`src/hdl/mlep_pkg.sv`:
```
// Shared types, constants and helper functions of the multi-link element parser.
// Used by the front, queue, back and top-level modules; depends on nothing.
package mlep_pkg;

    localparam logic [7:0] C_MAX_BODY    = 8'd255;
    localparam int         C_QUEUE_DEPTH = 4;
    localparam int         C_QPTR_W      = $clog2(C_QUEUE_DEPTH);

    localparam logic [7:0] C_EXT_ID_RST  = 8'd107;
    localparam logic [2:0] C_VARIANT_RST = 3'd0;
    localparam logic [7:0] C_PSID_RST    = 8'd0;
    localparam logic [3:0] C_LIMIT_RST   = 4'd4;

    localparam logic [1:0] C_REG_EXT_ID  = 2'd0;
    localparam logic [1:0] C_REG_VARIANT = 2'd1;
    localparam logic [1:0] C_REG_PSID    = 2'd2;
    localparam logic [1:0] C_REG_LIMIT   = 2'd3;

    localparam logic [2:0] C_ST_OK          = 3'd0;
    localparam logic [2:0] C_ST_SHORT       = 3'd1;
    localparam logic [2:0] C_ST_BAD_EXT     = 3'd2;
    localparam logic [2:0] C_ST_NOT_BASIC   = 3'd3;
    localparam logic [2:0] C_ST_NO_MLD      = 3'd4;
    localparam logic [2:0] C_ST_COMMON_SMALL = 3'd5;
    localparam logic [2:0] C_ST_COMMON_OVER = 3'd6;
    localparam logic [2:0] C_ST_MLD_BAD     = 3'd7;

    localparam logic [7:0] C_MIN_BODY      = 8'd10;
    localparam logic [7:0] C_MIN_COMMON    = 8'd7;
    localparam logic [7:0] C_MIN_SUB_LEN   = 8'd9;
    localparam logic [7:0] C_MIN_STA_INFO  = 8'd7;
    localparam int         C_CTRL_MLD_BIT  = 4;
    localparam int         C_STA_LINK_BIT  = 5;
    localparam int         C_GROUP_BIT     = 40;

    typedef struct packed {
        logic        has_link;
        logic        has_sum;
        logic [2:0]  status;
        logic [47:0] mld_address;
        logic [47:0] link_address;
        logic [3:0]  link_number;
        logic [3:0]  links_found;
        logic        links_cut;
    } t_rec;

    typedef struct packed {
        logic [7:0] ext_id;
        logic [2:0] variant;
        logic [7:0] psid;
        logic [3:0] limit;
    } t_cfg;

    function automatic logic addr_usable(input logic [47:0] a);
        addr_usable = !a[C_GROUP_BIT] && (a != 48'd0);
    endfunction

endpackage

```
`src/hdl/mlep_front.sv`:
```
// Front part: accepts body bytes, tracks the element and subelement state
// and builds one queue entry per byte that yields a record. Uses mlep_pkg.
module mlep_front (
    input  logic              i_clk,
    input  logic              i_rst_n,
    input  logic              i_accept,
    input  logic [7:0]        i_byte,
    input  logic              i_final,
    input  mlep_pkg::t_cfg    i_cfg,
    output mlep_pkg::t_rec    o_rec,
    output logic              o_push
);

    logic [7:0]  r_pos, n_pos;
    logic [7:0]  r_ctrl, n_ctrl;
    logic [7:0]  r_common, n_common;
    logic [2:0]  r_fail, n_fail;
    logic [47:0] r_mld, n_mld;
    logic [8:0]  r_sub_start, n_sub_start;
    logic [7:0]  r_sub_kind, n_sub_kind;
    logic [7:0]  r_sub_len, n_sub_len;
    logic [7:0]  r_sta_ctrl, n_sta_ctrl;
    logic [7:0]  r_sta_info, n_sta_info;
    logic [47:0] r_link, n_link;
    logic [3:0]  r_total, n_total;
    logic        r_trunc, n_trunc;

    logic [7:0]  w_rel;
    logic        w_walk;
    logic        w_done;
    logic        w_link;
    logic [2:0]  w_status;

    always_comb begin
        n_pos       = r_pos;
        n_ctrl      = r_ctrl;
        n_common    = r_common;
        n_fail      = r_fail;
        n_mld       = r_mld;
        n_sub_start = r_sub_start;
        n_sub_kind  = r_sub_kind;
        n_sub_len   = r_sub_len;
        n_sta_ctrl  = r_sta_ctrl;
        n_sta_info  = r_sta_info;
        n_link      = r_link;
        n_total     = r_total;
        n_trunc     = r_trunc;
        w_link      = 1'b0;
        w_done      = 1'b0;
        w_rel       = r_pos - r_sub_start[7:0];
        w_walk      = (r_pos >= 8'd4) && ({1'b0, r_pos} >= (9'd3 + {1'b0, r_common}))
                      && (r_fail == mlep_pkg::C_ST_OK);

        if (r_pos < mlep_pkg::C_MAX_BODY) begin
            case (r_pos)
                8'd0: begin
                    if (i_byte != i_cfg.ext_id) begin
                        n_fail = mlep_pkg::C_ST_BAD_EXT;
                    end
                end
                8'd1: begin
                    n_ctrl = i_byte;
                end
                8'd2: begin
                    if (r_ctrl[2:0] != i_cfg.variant) begin
                        if (n_fail == mlep_pkg::C_ST_OK) n_fail = mlep_pkg::C_ST_NOT_BASIC;
                    end
                    if (!r_ctrl[mlep_pkg::C_CTRL_MLD_BIT]) begin
                        if (n_fail == mlep_pkg::C_ST_OK) n_fail = mlep_pkg::C_ST_NO_MLD;
                    end
                end
                8'd3: begin
                    n_common    = i_byte;
                    n_sub_start = 9'd3 + {1'b0, i_byte};
                    if (i_byte < mlep_pkg::C_MIN_COMMON) begin
                        if (n_fail == mlep_pkg::C_ST_OK) begin
                            n_fail = mlep_pkg::C_ST_COMMON_SMALL;
                        end
                    end
                end
                default: begin
                    if (r_pos <= 8'd9) begin
                        n_mld = {r_mld[39:0], i_byte};
                    end
                end
            endcase

            if (w_walk) begin
                case (w_rel)
                    8'd0:    n_sub_kind = i_byte;
                    8'd1:    n_sub_len  = i_byte;
                    8'd2:    n_sta_ctrl = i_byte;
                    8'd3:    n_sta_ctrl = r_sta_ctrl;
                    8'd4:    n_sta_info = i_byte;
                    default: begin
                        if (w_rel <= 8'd10) begin
                            n_link = {r_link[39:0], i_byte};
                        end
                    end
                endcase
                w_done = (w_rel != 8'd0) && ({1'b0, w_rel} == ({1'b0, n_sub_len} + 9'd1));
                if (w_done) begin
                    if ((n_sub_kind == i_cfg.psid) && (n_sub_len >= mlep_pkg::C_MIN_SUB_LEN)
                        && n_sta_ctrl[mlep_pkg::C_STA_LINK_BIT]
                        && (n_sta_info >= mlep_pkg::C_MIN_STA_INFO)
                        && mlep_pkg::addr_usable(n_link) && mlep_pkg::addr_usable(n_mld)) begin
                        if (r_total < i_cfg.limit) begin
                            n_total = r_total + 4'd1;
                            w_link  = 1'b1;
                        end else begin
                            n_trunc = 1'b1;
                        end
                    end
                    n_sub_start = {1'b0, r_pos} + 9'd1;
                end
            end
            n_pos = r_pos + 8'd1;
        end

        if (n_pos < mlep_pkg::C_MIN_BODY) begin
            w_status = mlep_pkg::C_ST_SHORT;
        end else if (n_fail != mlep_pkg::C_ST_OK) begin
            w_status = n_fail;
        end else if ((9'd3 + {1'b0, n_common}) > {1'b0, n_pos}) begin
            w_status = mlep_pkg::C_ST_COMMON_OVER;
        end else if (!mlep_pkg::addr_usable(n_mld)) begin
            w_status = mlep_pkg::C_ST_MLD_BAD;
        end else begin
            w_status = mlep_pkg::C_ST_OK;
        end
    end

    always_comb begin
        o_rec.has_link     = w_link;
        o_rec.has_sum      = i_final;
        o_rec.status       = w_status;
        o_rec.mld_address  = (!i_final || (w_status == mlep_pkg::C_ST_OK)) ? n_mld : 48'd0;
        o_rec.link_address = n_link;
        o_rec.link_number  = n_sta_ctrl[3:0];
        o_rec.links_found  = n_total;
        o_rec.links_cut    = n_trunc;
        o_push             = i_accept && (w_link || i_final);
    end

    always_ff @(posedge i_clk) begin
        if (!i_rst_n || (i_accept && i_final)) begin
            r_pos       <= '0;
            r_ctrl      <= '0;
            r_common    <= '0;
            r_fail      <= mlep_pkg::C_ST_OK;
            r_mld       <= '0;
            r_sub_start <= '0;
            r_sub_kind  <= '0;
            r_sub_len   <= '0;
            r_sta_ctrl  <= '0;
            r_sta_info  <= '0;
            r_link      <= '0;
            r_total     <= '0;
            r_trunc     <= 1'b0;
        end else if (i_accept) begin
            r_pos       <= n_pos;
            r_ctrl      <= n_ctrl;
            r_common    <= n_common;
            r_fail      <= n_fail;
            r_mld       <= n_mld;
            r_sub_start <= n_sub_start;
            r_sub_kind  <= n_sub_kind;
            r_sub_len   <= n_sub_len;
            r_sta_ctrl  <= n_sta_ctrl;
            r_sta_info  <= n_sta_info;
            r_link      <= n_link;
            r_total     <= n_total;
            r_trunc     <= n_trunc;
        end
    end

endmodule

```
`src/hdl/mlep_queue.sv`:
```
// Short queue of pending record entries between the front and back parts.
// Uses the entry type and depth from mlep_pkg.
module mlep_queue (
    input  logic              i_clk,
    input  logic              i_rst_n,
    input  logic              i_push,
    input  mlep_pkg::t_rec    i_rec,
    input  logic              i_pop,
    output mlep_pkg::t_rec    o_rec,
    output logic              o_valid,
    output logic              o_full
);

    mlep_pkg::t_rec r_mem [mlep_pkg::C_QUEUE_DEPTH];
    logic [mlep_pkg::C_QPTR_W-1:0] r_wr, r_rd;
    logic [mlep_pkg::C_QPTR_W:0]   r_count;
    logic w_push, w_pop;

    assign o_rec   = r_mem[r_rd];
    assign o_valid = (r_count != '0);
    assign o_full  = (r_count == (mlep_pkg::C_QPTR_W + 1)'(mlep_pkg::C_QUEUE_DEPTH));
    assign w_push  = i_push && !o_full;
    assign w_pop   = i_pop && o_valid;

    always_ff @(posedge i_clk) begin
        if (w_push) begin
            r_mem[r_wr] <= i_rec;
        end
    end

    always_ff @(posedge i_clk) begin
        if (!i_rst_n) begin
            r_wr    <= '0;
            r_rd    <= '0;
            r_count <= '0;
        end else begin
            if (w_push) r_wr <= r_wr + (mlep_pkg::C_QPTR_W)'(1);
            if (w_pop)  r_rd <= r_rd + (mlep_pkg::C_QPTR_W)'(1);
            case ({w_push, w_pop})
                2'b10:   r_count <= r_count + (mlep_pkg::C_QPTR_W + 1)'(1);
                2'b01:   r_count <= r_count - (mlep_pkg::C_QPTR_W + 1)'(1);
                default: r_count <= r_count;
            endcase
        end
    end

endmodule

```
`src/hdl/mlep_back.sv`:
```
// Back part: takes queue entries and sends their link and summary beats.
// Uses the entry type from mlep_pkg.
module mlep_back (
    input  logic              i_clk,
    input  logic              i_rst_n,
    input  mlep_pkg::t_rec    i_rec,
    input  logic              i_valid,
    output logic              o_pop,
    output logic              o_tvalid,
    input  logic              i_tready,
    output logic              o_kind,
    output logic [2:0]        o_status,
    output logic [47:0]       o_mld,
    output logic [47:0]       o_link,
    output logic [3:0]        o_number,
    output logic [3:0]        o_found,
    output logic              o_cut,
    output logic              o_last
);

    mlep_pkg::t_rec r_rec;
    logic r_link_pend, r_sum_pend;
    logic w_busy, w_fire, w_final_beat, w_take;

    assign w_busy       = r_link_pend || r_sum_pend;
    assign w_fire       = w_busy && i_tready;
    assign w_final_beat = !(r_link_pend && r_sum_pend);
    assign w_take       = !w_busy || (w_fire && w_final_beat);
    assign o_pop        = w_take && i_valid;

    always_ff @(posedge i_clk) begin
        if (w_take) begin
            r_rec <= i_rec;
        end
    end

    always_ff @(posedge i_clk) begin
        if (!i_rst_n) begin
            r_link_pend <= 1'b0;
            r_sum_pend  <= 1'b0;
        end else if (w_take) begin
            r_link_pend <= i_valid && i_rec.has_link;
            r_sum_pend  <= i_valid && i_rec.has_sum;
        end else if (w_fire) begin
            r_link_pend <= 1'b0;
        end
    end

    assign o_tvalid = w_busy;
    assign o_kind   = !r_link_pend;
    assign o_status = r_link_pend ? mlep_pkg::C_ST_OK : r_rec.status;
    assign o_mld    = r_rec.mld_address;
    assign o_link   = r_link_pend ? r_rec.link_address : 48'd0;
    assign o_number = r_link_pend ? r_rec.link_number : 4'd0;
    assign o_found  = r_rec.links_found;
    assign o_cut    = r_rec.links_cut;
    assign o_last   = !r_link_pend;

endmodule

```
`src/hdl/multi_link_element_parser_core.sv`:
```
// Top level of the multi-link element parser: front, record queue and back.
// Depends on mlep_pkg, mlep_front, mlep_queue and mlep_back.
//
// The element body enters on the s_axis channel one byte per beat, starting
// at the extension ID byte, with tlast on the final byte. Records leave on
// the m_axis channel: tuser 0 is a link record, tuser 1 the summary that
// ends the element, which also carries tlast.
// The front takes one byte every cycle unless the queue is full; a byte that
// completes a usable Per-STA subelement and also ends the element yields two
// records, which leave in two consecutive beats. A record passes through the
// queue and then the back's record register before it shows on m_axis.
// A four-entry queue lies between the front and the back, so the front keeps
// taking bytes while the receiver stalls; s_axis_tready drops only when that
// queue is full.
// Reset clears the parse state and the queue and loads the default register
// values. Registers are written through i_cfg_we, i_cfg_index and i_cfg_data
// while no element is in progress: a user's rule, not enforced by the block.
module multi_link_element_parser_core (
    input  logic         i_clk,
    input  logic         i_rst_n,
    input  logic         i_cfg_we,
    input  logic [1:0]   i_cfg_index,
    input  logic [7:0]   i_cfg_data,
    input  logic         s_axis_tvalid,
    output logic         s_axis_tready,
    input  logic [7:0]   s_axis_tdata,   // [7:0] body_byte
    input  logic         s_axis_tlast,
    output logic         m_axis_tvalid,
    input  logic         m_axis_tready,
    // [2:0] status, [50:3] mld_address, [98:51] link_address,
    // [102:99] link_number, [106:103] links_found, [107] links_cut, rest zero
    output logic [111:0] m_axis_tdata,
    output logic         m_axis_tuser,   // [0] record_kind
    output logic         m_axis_tlast
);

    mlep_pkg::t_cfg r_cfg;
    mlep_pkg::t_rec w_front_rec, w_queue_rec;
    logic w_accept, w_push, w_pop, w_q_valid, w_q_full;
    logic [2:0]  w_status;
    logic [47:0] w_mld, w_link;
    logic [3:0]  w_number, w_found;
    logic        w_cut;

    always_ff @(posedge i_clk) begin
        if (!i_rst_n) begin
            r_cfg.ext_id  <= mlep_pkg::C_EXT_ID_RST;
            r_cfg.variant <= mlep_pkg::C_VARIANT_RST;
            r_cfg.psid    <= mlep_pkg::C_PSID_RST;
            r_cfg.limit   <= mlep_pkg::C_LIMIT_RST;
        end else if (i_cfg_we) begin
            case (i_cfg_index)
                mlep_pkg::C_REG_EXT_ID:  r_cfg.ext_id  <= i_cfg_data;
                mlep_pkg::C_REG_VARIANT: r_cfg.variant <= i_cfg_data[2:0];
                mlep_pkg::C_REG_PSID:    r_cfg.psid    <= i_cfg_data;
                mlep_pkg::C_REG_LIMIT:   r_cfg.limit   <= i_cfg_data[3:0];
                default:                 r_cfg         <= r_cfg;
            endcase
        end
    end

    assign s_axis_tready = !w_q_full;
    assign w_accept      = s_axis_tvalid && !w_q_full;

    mlep_front u_front (
        .i_clk   (i_clk),
        .i_rst_n (i_rst_n),
        .i_accept(w_accept),
        .i_byte  (s_axis_tdata),
        .i_final (s_axis_tlast),
        .i_cfg   (r_cfg),
        .o_rec   (w_front_rec),
        .o_push  (w_push)
    );

    mlep_queue u_queue (
        .i_clk  (i_clk),
        .i_rst_n(i_rst_n),
        .i_push (w_push),
        .i_rec  (w_front_rec),
        .i_pop  (w_pop),
        .o_rec  (w_queue_rec),
        .o_valid(w_q_valid),
        .o_full (w_q_full)
    );

    mlep_back u_back (
        .i_clk   (i_clk),
        .i_rst_n (i_rst_n),
        .i_rec   (w_queue_rec),
        .i_valid (w_q_valid),
        .o_pop   (w_pop),
        .o_tvalid(m_axis_tvalid),
        .i_tready(m_axis_tready),
        .o_kind  (m_axis_tuser),
        .o_status(w_status),
        .o_mld   (w_mld),
        .o_link  (w_link),
        .o_number(w_number),
        .o_found (w_found),
        .o_cut   (w_cut),
        .o_last  (m_axis_tlast)
    );

    assign m_axis_tdata = {4'd0, w_cut, w_found, w_number, w_link, w_mld, w_status};

endmodule

```
`config.mk`:
```
export PLATFORM = sky130hd
export DESIGN_NAME = multi_link_element_parser_core
export DESIGN_NICKNAME = d
export VERILOG_FILES = /design/src/hdl/mlep_pkg.sv /design/src/hdl/mlep_front.sv /design/src/hdl/mlep_queue.sv /design/src/hdl/mlep_back.sv /design/src/hdl/multi_link_element_parser_core.sv
export SDC_FILE = /design/constraint.sdc
export NUM_CORES = 1
export LEC_CHECK = 0
export ABC_CLOCK_PERIOD_IN_PS = 7500
export BUFFER_PORTS_ARGS = -buffer_cell sky130_fd_sc_hd__buf_2
export CAP_MARGIN = 15
export CORE_ASPECT_RATIO = 1.25
export CORE_MARGIN = 2
export CORE_UTILIZATION = 56
export DETAILED_ROUTE_END_ITERATION = 7
export MAX_ROUTING_LAYER = met4
export PLACE_DENSITY = 0.83
export SKIP_CTS_REPAIR_TIMING = 1
export SLEW_MARGIN = 20
export SYNTH_ARGS = -nofsm -noshare
export SYNTH_HDL_FRONTEND = slang
export SYNTH_HIERARCHICAL = 1
export SYNTH_SLANG_ARGS = --single-unit
```
`constraint.sdc`:
```
create_clock -name i_clk -period 7.5 [get_ports i_clk]
set_clock_uncertainty 0.05 [all_clocks]
set_input_delay 1.875 -clock i_clk [delete_from_list [all_inputs] [get_ports i_clk]]
set_output_delay 1.875 -clock i_clk [all_outputs]
set_load 0.03 [all_outputs]
```
# == After elaboration in Yosys (flattened, before gate mapping) ==
# Memory sizes are Yosys's and may differ from the RTL's. A register that Yosys moved wholly into a read port is not among the register bits.
# Cells that the tools add are included.
# totals
output_inout_bits,116
n_memories,1
input_bits,24
reg_bits,303
elab_cells,200
mem_bits_rw,440
# memory_table
name,depth,width,read_ports,rd_ports_with_merged_regs,wr,line,text
u_queue.r_mem,4,110,1,1,1,mlep_queue.sv:14,mlep_pkg::t_rec r_mem [mlep_pkg::C_QUEUE_DEPTH];
# op_classes
n_mux,71
n_lt_le_gt_ge,11
n_addsub,12
eq_ne,17
n_reduce_logical,59
# ops
op,count
$mux 48,12
$reduce_bool 48->1,3
$mux 8,12
$mux 3,15
$eq 8x2->1 const B,4
$mux 4,8
$add 2x8->9 const A,3
$mux 9,3
$logic_and 1x1->1,22
$add 8x1->9 const B,2
$mux 6,3
$eq 8x1->1 const B,2
$ge 8x3->1 const B,2
$le 8x4->1 const B,2
$logic_not 8->1,2
$mux 1,14
$reduce_and 2->1,5
$eq 8x9->1,1
$ge 8x9->1,1
$gt 9x8->1,1
$logic_not 1->1,9
$logic_not 3->1,3
$pmux 3 s3,1
$add 8x1->8 const B,1
27 further kinds,39

# == Depth between registers and ports, before layout ==
# Gate-level depths: netlist of run 1.
# logic_depth
ltp_word,21
ltp_mapped,33
ltp_nobuf,29

# == Modules after synthesis ==
# Netlist of run 1, hierarchy kept.
# by_module_without_submodules
mod,instances,cells_each,area_per_inst_um2,seq_area_each_um2
mlep_queue,1,626,16366.9,13392.8
mlep_front,1,1341,10473.8,3223.1
mlep_back,1,237,4169.0,3283.1
multi_link_element_parser_core,1,102,985.9,460.4

# == Worst setup path after synthesis of run 1 ==
# Ideal clock, no wire load.
# synth_timing
kind,input to register
from,input s_axis_tdata[0]
to,memory u_queue/r_mem[0][0] (netlist bit) (enable)
arrival_time_ns,7.586
path_buffers,4
setup_slack_ns,-0.618
required_ns,6.968
setup_time_ns,0.482
path_stages,20
cell_sequence,clkbuf_1 -> inv_1 -> nor4_2 -> nor2_1 -> inv_1 -> ha_1 -> clkbuf_1 -> nand3_1 -> xnor2_1 -> nor4_1 -> or3_1 -> nand4_1 -> or4b_4 -> nor2_4 -> and3_1 -> buf_4 -> o21a_1 -> nor2b_1 -> buf_2 -> and2_1
# synth_via
elab_chain_cells,18
# synth_lines
item,line,text
"start, declared",multi_link_element_parser_core.sv:26,"input logic [7:0] s_axis_tdata,"
$mux 8,mlep_front.sv:89,case (w_rel)
$mux 8,mlep_front.sv:88,if (w_walk) begin
$mux 8,mlep_front.sv:54,if (r_pos < mlep_pkg::C_MAX_BODY) begin
$ge 8x4->1 or $eq 8x8->1 (tied branches),mlep_front.sv:103,if ((n_sub_kind == i_cfg.psid) && (n_sub_len >= mlep_pkg::C_MIN_SUB_LEN)
$logic_and 1x1->1,mlep_front.sv:103,
$logic_and 1x1->1,mlep_front.sv:104,&& n_sta_ctrl[mlep_pkg::C_STA_LINK_BIT]
$logic_and 1x1->1,mlep_front.sv:105,&& (n_sta_info >= mlep_pkg::C_MIN_STA_INFO)
$logic_and 1x1->1 (2 in series),mlep_front.sv:106,&& mlep_pkg::addr_usable(n_link) && mlep_pkg::addr_usable(n_mld)) begin
[... 3 more ...],--,
$mux 1 *,mlep_front.sv:54,
named net u_front.w_link,mlep_front.sv:31,logic w_link;
$logic_or 1x1->1 *,mlep_front.sv:142,o_push = i_accept && (w_link || i_final);
$logic_and 1x1->1 *,mlep_front.sv:142,
named net w_push,multi_link_element_parser_core.sv:39,"logic w_accept, w_push, w_pop, w_q_valid, w_q_full;"
$logic_and 1x1->1 *,mlep_queue.sv:22,assign w_push = i_push && !o_full;
$mux 1 *,mlep_queue.sv:26,if (w_push) begin
$mux 1 (not written as such) *,mlep_queue.sv:27,r_mem[r_wr] <= i_rec;
"end, declared",mlep_queue.sv:14,
# The timed path passes the listed nets; every way through them passes the cells marked *. The select of a mux whose other input is x is not followed.

==> flow_metrics.env, run 1 <==
export IMPL_status="finished, final reports clean"
export IMPL_post_route_util=0.628
export IMPL_num_rows=97
export IMPL_synth_ff_latch_count=743
export IMPL_pre_cts_ws_ns=0.519
export IMPL_power_density_mw_per_mm2=287
export IMPL_ir_drop_mv=0.214
export IMPL_power_total_uw=10200
export IMPL_io_pins=140
export IMPL_nets=2430
export IMPL_synth_top_cell_by_area="edfxtp_1"
export IMPL_h_tree_depth=3
export IMPL_dr_pass1_iters=6
export IMPL_drc_errors=0
export IMPL_drive_above_1_share=0.195
export IMPL_numCtsBuffers=71
export IMPL_wl_mm=71.0
export IMPL_gr_total_overflow=0
export IMPL_grtUsageTotal=0.251
export IMPL_synthCells=2306
export IMPL_hold_class="flop to flop"
export IMPL_dieArea_mm2=0.0591
export IMPL_startpoint_type="flop"
export IMPL_ant_nets=0
export IMPL_cap_violations=0
export IMPL_synthTopCellsByCount="edfxtp_1, nand2_1, dfxtp_1, nor2_1"
export IMPL_seq_area_frac_synth=0.636
export IMPL_cp_arrival_ns=7.35
export IMPL_cp_max_fo=9
export IMPL_synth_top_cell_area_share=0.514
export IMPL_max_freq_ghz=0.146
export IMPL_drtIter0Drc=1767
export IMPL_grt_pass1_wl_mm=110
export IMPL_clockRootBuffer="clkbuf_16"
export IMPL_synth_edff_count=548
export IMPL_relSlewSlack=0.282
export IMPL_worst_slew_pin_slew_ns=1.08
export IMPL_clk_pin_slew_ns=0.06
export IMPL_area_delta_synth_final_pct=10.6
export IMPL_hpwlAfterDp_mm=45.6
export IMPL_min_period_ns=6.86
export IMPL_vias_per_cell=6.00
export IMPL_synthFlopType="edfxtp_1"
export IMPL_finalCritPeriodShare=0.914
export IMPL_syn_area_mm2=0.0320
export IMPL_gp_congestion=0.935
export IMPL_antenna_found_initial=2
export IMPL_cellLeakagePower_uw=0.0126
export IMPL_vias=18947
export IMPL_first_global_vias=19091
export IMPL_core_mm2=0.0563
export IMPL_yosys_warnings=6
export IMPL_hold_depth=2
export IMPL_async_flop_share=0
export IMPL_setup_tns_ns=0
export IMPL_cp_end_kind="flop"
export IMPL_dieHeight_um=271
export IMPL_cts_tree="done"
export IMPL_layout_setup_ws_ns=0.642
export IMPL_yosys_top_cells_area="edfxtp_1, dfxtp_1, mux4_2"
export IMPL_rsz0062_at_grt="false"
export IMPL_r2r_cells=26
export IMPL_avgSynthCellArea_um2=13.9
export IMPL_finalSetupViolCount=0
export IMPL_synth_distinct_cells=85
export IMPL_start_util=0.568
export IMPL_portBuffers=135
export IMPL_antennaDiodeCount=0
export IMPL_synthMostInstantiatedCell="edfxtp_1"
export IMPL_clk_latency_ns=0.62
export IMPL_maxSlewViolCount=0
export IMPL_die_width_um=218
export IMPL_hold_viol=0
export IMPL_grt_max_degree=69
export IMPL_cts_sink_count=743
export IMPL_required_ns=7.99
export IMPL_crit_type="flop to flop"
export IMPL_wire_per_inst_um=22.5
export IMPL_clk_path_buf_depth=3
## metrics by stage
step / std cells / instance area (µm²) / hold slack (ns)
6_report: 3158 / 35400 / 0.405
5_1_grt: 3158 / 35400 / 0.436
4_1_cts: 3158 / 35400 / 0.408
3_5_place_dp: 3028 / 33000 / 0.393
3_3_place_gp: 3028 / 33000 / 0.378
2_1_floorplan: 2309 / 32000 / 0.364
## placed cells by master, fill, tap and decap left out, types with 7 or more instances in the layout
cell type and n:
clkinv_2 8, nor3_1 19, mux4_2 110, nand2b_1 9, a211oi_1 17, clkbuf_16 73, nand3_1 46, buf_2 135
inv_1 45, nor2b_1 14, xor2_1 41, clkinv_1 7, nor4_1 30, or3_1 7, dfxtp_1 192, bufinv_16 7
mux2i_1 126, o21ai_0 29, a21oi_1 125, and2_1 58, mux2_2 46, buf_12 12, clkbuf_1 19, nand4_1 16
a31oi_1 9, buf_4 25, edfxtp_1 548, o211ai_1 9, nor2_1 137, nand2_1 255, and3_1 16, ha_1 45
xnor2_1 35, o21a_1 8
## power breakdown
part | leakage, µW | total, µW | switching, µW | internal [µW]
clock | 0.00115 | 3640 | 1530 | 2100
sequential | 0.00688 | 4930 | 159 | 4770
combinational | 0.00454 | 1610 | 1020 | 584
## critical path, stage by stage, from the launching register on
cell	delay (ns)
dfxtp_1	0.53
ha_1	0.39
nor2b_4	0.17
a221o_1	0.39
a211oi_4	0.40
nand2b_1	0.34
o31a_1	0.39
nor2_1	0.22
inv_1	0.10
ha_1	0.32
nand3_1	0.14
xnor2_1	0.07
nor4_1	0.24
or3_1	0.16
nand4_1	0.15
or4b_4	0.58
nor2_4	0.13
and3_1	0.31
o21a_1	0.16
nor2b_2	0.35
inv_1	0.09
ha_1	0.24
inv_1	0.07
fa_1	0.19
xor2_1	0.09
or3_1	0.30
a21boi_0	0.19
## area by class of cell
type                            count  area, µm²
Tap cell                          742        928
Clock inverter                     33        410
Timing Repair Buffer              173       1110
Sequential cell                   743      20400
Fill cell                        3982      20900
Inverter                           46        173
Multi-Input combinational cell   1324      10400
Clock buffer                       97       1970
## state kept, by name (all words and copies together) (netlist names), 2 cells and up, named ones only
signal and count:
r_cfg 23, u_front/r_sta_ctrl 5, u_front/r_common 8, u_front/r_total 4, u_queue/r_count 3, u_back/o_found 4, u_front/r_mld 48, u_queue/r_wr 2
u_back/o_mld 48, u_front/r_pos 8, u_front/r_link 48, u_queue/r_mem 440, u_front/r_sub_kind 8, u_front/r_sub_start 8, u_front/r_fail 3, u_front/r_sub_len 8
u_queue/r_rd 2, u_front/r_sta_info 8, u_front/r_ctrl 4, u_back/r_rec 55
## metal layers
metal / wire, µm / track usage
met4: 2300 / 0.0927
met1: 28200 / 0.312
met3: 3980 / 0.0357
met5: 0 / -
met2: 36600 / 0.420
## worst paths after layout
check	startpoint	end	slack [ns]
worst min register to register	u_front/r_trunc	u_front/r_trunc	0.41
worst min-delay path	u_front/r_trunc	u_front/r_trunc	0.41
worst max-delay path	u_front/r_pos[4]	u_queue/r_count[2]	0.64
worst max register to register	u_front/r_pos[4]	u_queue/r_count[2]	0.64
## cell families after synthesis
family | after synthesis | share of synthesized area
compound gates | 249 | 0.0473
xor+xnor | 77 | 0.0213
fa+ha+maj | 47 | 0.0188
buf+inv | 242 | 0.0405
flops | 743 | 0.636
mux | 287 | 0.135
other cells | 1 | 0.000117
simple gates | 660 | 0.101
Note: power is estimated with default switching activity, not from simulation.
==> run 2: changes to the inputs <==
- CORE_UTILIZATION: 56 -> 50
- PLACE_DENSITY: 0.83 -> 0.76
==> run 2 against run 1 <==
Net effect:
- sequential cell count is the same
- clock power shrank 3%
- total power shrank 1.1%
- combinational power is essentially flat
- first-iteration DRC count shrank 4.7%
- sequential power shrank 0.8%
- cell area is essentially flat
- critical path type unchanged
- largest cell class unchanged
- largest power group unchanged
- highest routed layer unchanged
==> flow_metrics.env, run 2 (same netlist as run 1, synthesis figures left out) <==
export IMPL_nets=2428
export IMPL_startpoint_type="flop"
export IMPL_core_mm2=0.0633
export IMPL_clk_path_buf_depth=3
export IMPL_finalCritPeriodShare=0.920
export IMPL_layout_common_cells="edfxtp_1, nand2_1, dfxtp_1"
export IMPL_maxSlewViolCount=0
export IMPL_cts_tree="done"
export IMPL_hold_depth=2
export IMPL_cp_end_kind="flop"
export IMPL_ir_drop_mv=0.189
export IMPL_numCtsBuffers=72
export IMPL_dieArea_mm2=0.0660
export IMPL_cap_violations=0
export IMPL_required_ns=7.73
export IMPL_setup_tns_ns=0
export IMPL_portBuffers=135
export IMPL_hold_viol=0
export IMPL_clockRootBuffer="clkbuf_16"
export IMPL_worst_path_largest_cell_delay_ns=0.59
export IMPL_ant_nets=0
export IMPL_hpwlAfterDp_mm=45.1
export IMPL_relSlewSlack=0.291
export IMPL_first_global_vias=18803
export IMPL_worst_path_max_delay_cell="or4b_4"
export IMPL_r2r_cells=21
export IMPL_grtUsageTotal=0.219
export IMPL_worst_slew_pin_slew_ns=1.06
export IMPL_min_period_ns=6.90
export IMPL_clk_latency_ns=0.62
export IMPL_gr_total_overflow=0
export IMPL_max_freq_ghz=0.145
export IMPL_layout_commonest_cell="edfxtp_1"
export IMPL_hold_class="flop to flop"
export IMPL_num_rows=103
export IMPL_largest_register_ffs=440
export IMPL_largest_register="u_queue/r_mem"
export IMPL_dieHeight_um=287
export IMPL_cp_arrival_ns=7.13
export IMPL_whs_ns=0.408
export IMPL_io_pins=140
export IMPL_crit_type="flop to flop"
export IMPL_grt_max_degree=111
export IMPL_gp_congestion=0.885
export IMPL_cellLeakagePower_uw=0.0125
export IMPL_area_delta_synth_final_pct=10.6
export IMPL_wire_per_inst_um=21.4
export IMPL_drive_above_1_share=0.193
export IMPL_grt_pass1_wl_mm=109
export IMPL_status="finished, final reports clean"
export IMPL_vias_per_cell=5.76
export IMPL_path_cells="ha_1 > nor2b_4 > a221o_1 > a211oi_4 > nor2b_1 > nand3_1 > o21ai_0 > ha_1 > nand3_1 > xnor2_1 > nor4_1 > or3_1 > nand4_1 > or4b_4 > nor2_4 > and3_1 > o21a_1 > nor2b_1 > buf_4 > and2_4 > buf_12"
export IMPL_cts_sink_count=743
export IMPL_h_tree_depth=3
export IMPL_wl_mm=69.6
export IMPL_die_width_um=230
export IMPL_clk_pin_slew_ns=0.06
export IMPL_drtIter0Drc=1684
export IMPL_cp_max_fo=33
export IMPL_vias=18753
export IMPL_finalSetupViolCount=0
export IMPL_power_density_mw_per_mm2=284
export IMPL_antenna_found_initial=2
export IMPL_rsz0062_at_grt="false"
export IMPL_drc_errors=0
export IMPL_top_regs="u_queue/r_mem (440), u_back/r_rec (55)"
export IMPL_start_util=0.506
export IMPL_dr_pass1_iters=5
run 2: changes by cell type in the layout (fill, tap and decap cells not counted), sizes merged:
| cell | change |
|---|---|
| clkbuf | -1 |
| inv | -3 |
| clkinv | +7 |
| bufinv | -2 |
| buf | -3 |
| diode | +1 |
run 2: path summary, 6_finish.rpt:
| path | startpoint | to | slack, ns |
|---|---|---|---|
| setup reg to reg | u_front/r_pos[4] | u_queue/r_mem[3][23] | 0.60 |
| hold / removal | u_front/r_trunc | u_front/r_trunc | 0.41 |
| setup / recovery | u_front/r_pos[4] | u_queue/r_mem[3][23] | 0.60 |
| hold reg to reg | u_front/r_trunc | u_front/r_trunc | 0.41 |
run 2: layer usage:
layer  part of all wire  vias to the layer above  global-route usage  routed length (µm)
li1                   -                     8569                   -                   -
met3              0.057                      115              0.0321                3980
met5                  0                        -                   -                   0
met1               0.41                     9448               0.277               28600
met4              0.024                        0              0.0731                1650
met2               0.51                      621               0.366               35400
run 2: cell type report:
| type | count | area [µm²] |
|---|---|---|
| multi-input cells | 1324 | 10400 |
| flip-flops and latches | 743 | 20400 |
| fillers | 4898 | 27900 |
| diodes | 1 | 2.50 |
| inverters | 46 | 173 |
| clock buffers | 96 | 1950 |
| repair buffers | 170 | 1080 |
| clock inverters | 35 | 370 |
| well taps | 840 | 1050 |
run 2: where the power goes:
part / internal, µW / leakage, µW / switching (µW)
Sequential: 4770 / 0.00688 / 123
Combinational: 583 / 0.00452 / 1050
Clock: 2020 / 0.00113 / 1510
run 2: metrics by stage:
step	instance area (µm²)	util	setup slack, ns	total power (µW)	std cells
2_1_floorplan	32000	-	0.604	6330	2309
3_3_place_gp	33100	0.523	0.802	6600	3123
3_5_place_dp	33100	0.523	0.693	6630	3123
4_1_cts	35400	0.559	0.670	10200	3254
5_1_grt	35400	0.559	0.0593	10400	3255
6_report	35400	0.559	0.600	10100	3255
run 2: critical path, delay by kind of cell, from the launching register on:
kind,cells,cell delay [ns]
AND/OR/NAND/NOR,12,3.26
AO/OA/AOI/OAI,4,1.27
adder cells (fa/ha/maj),2,0.77
flip-flops,1,0.52
buffers and inverters,2,0.48
XOR/XNOR,1,0.14
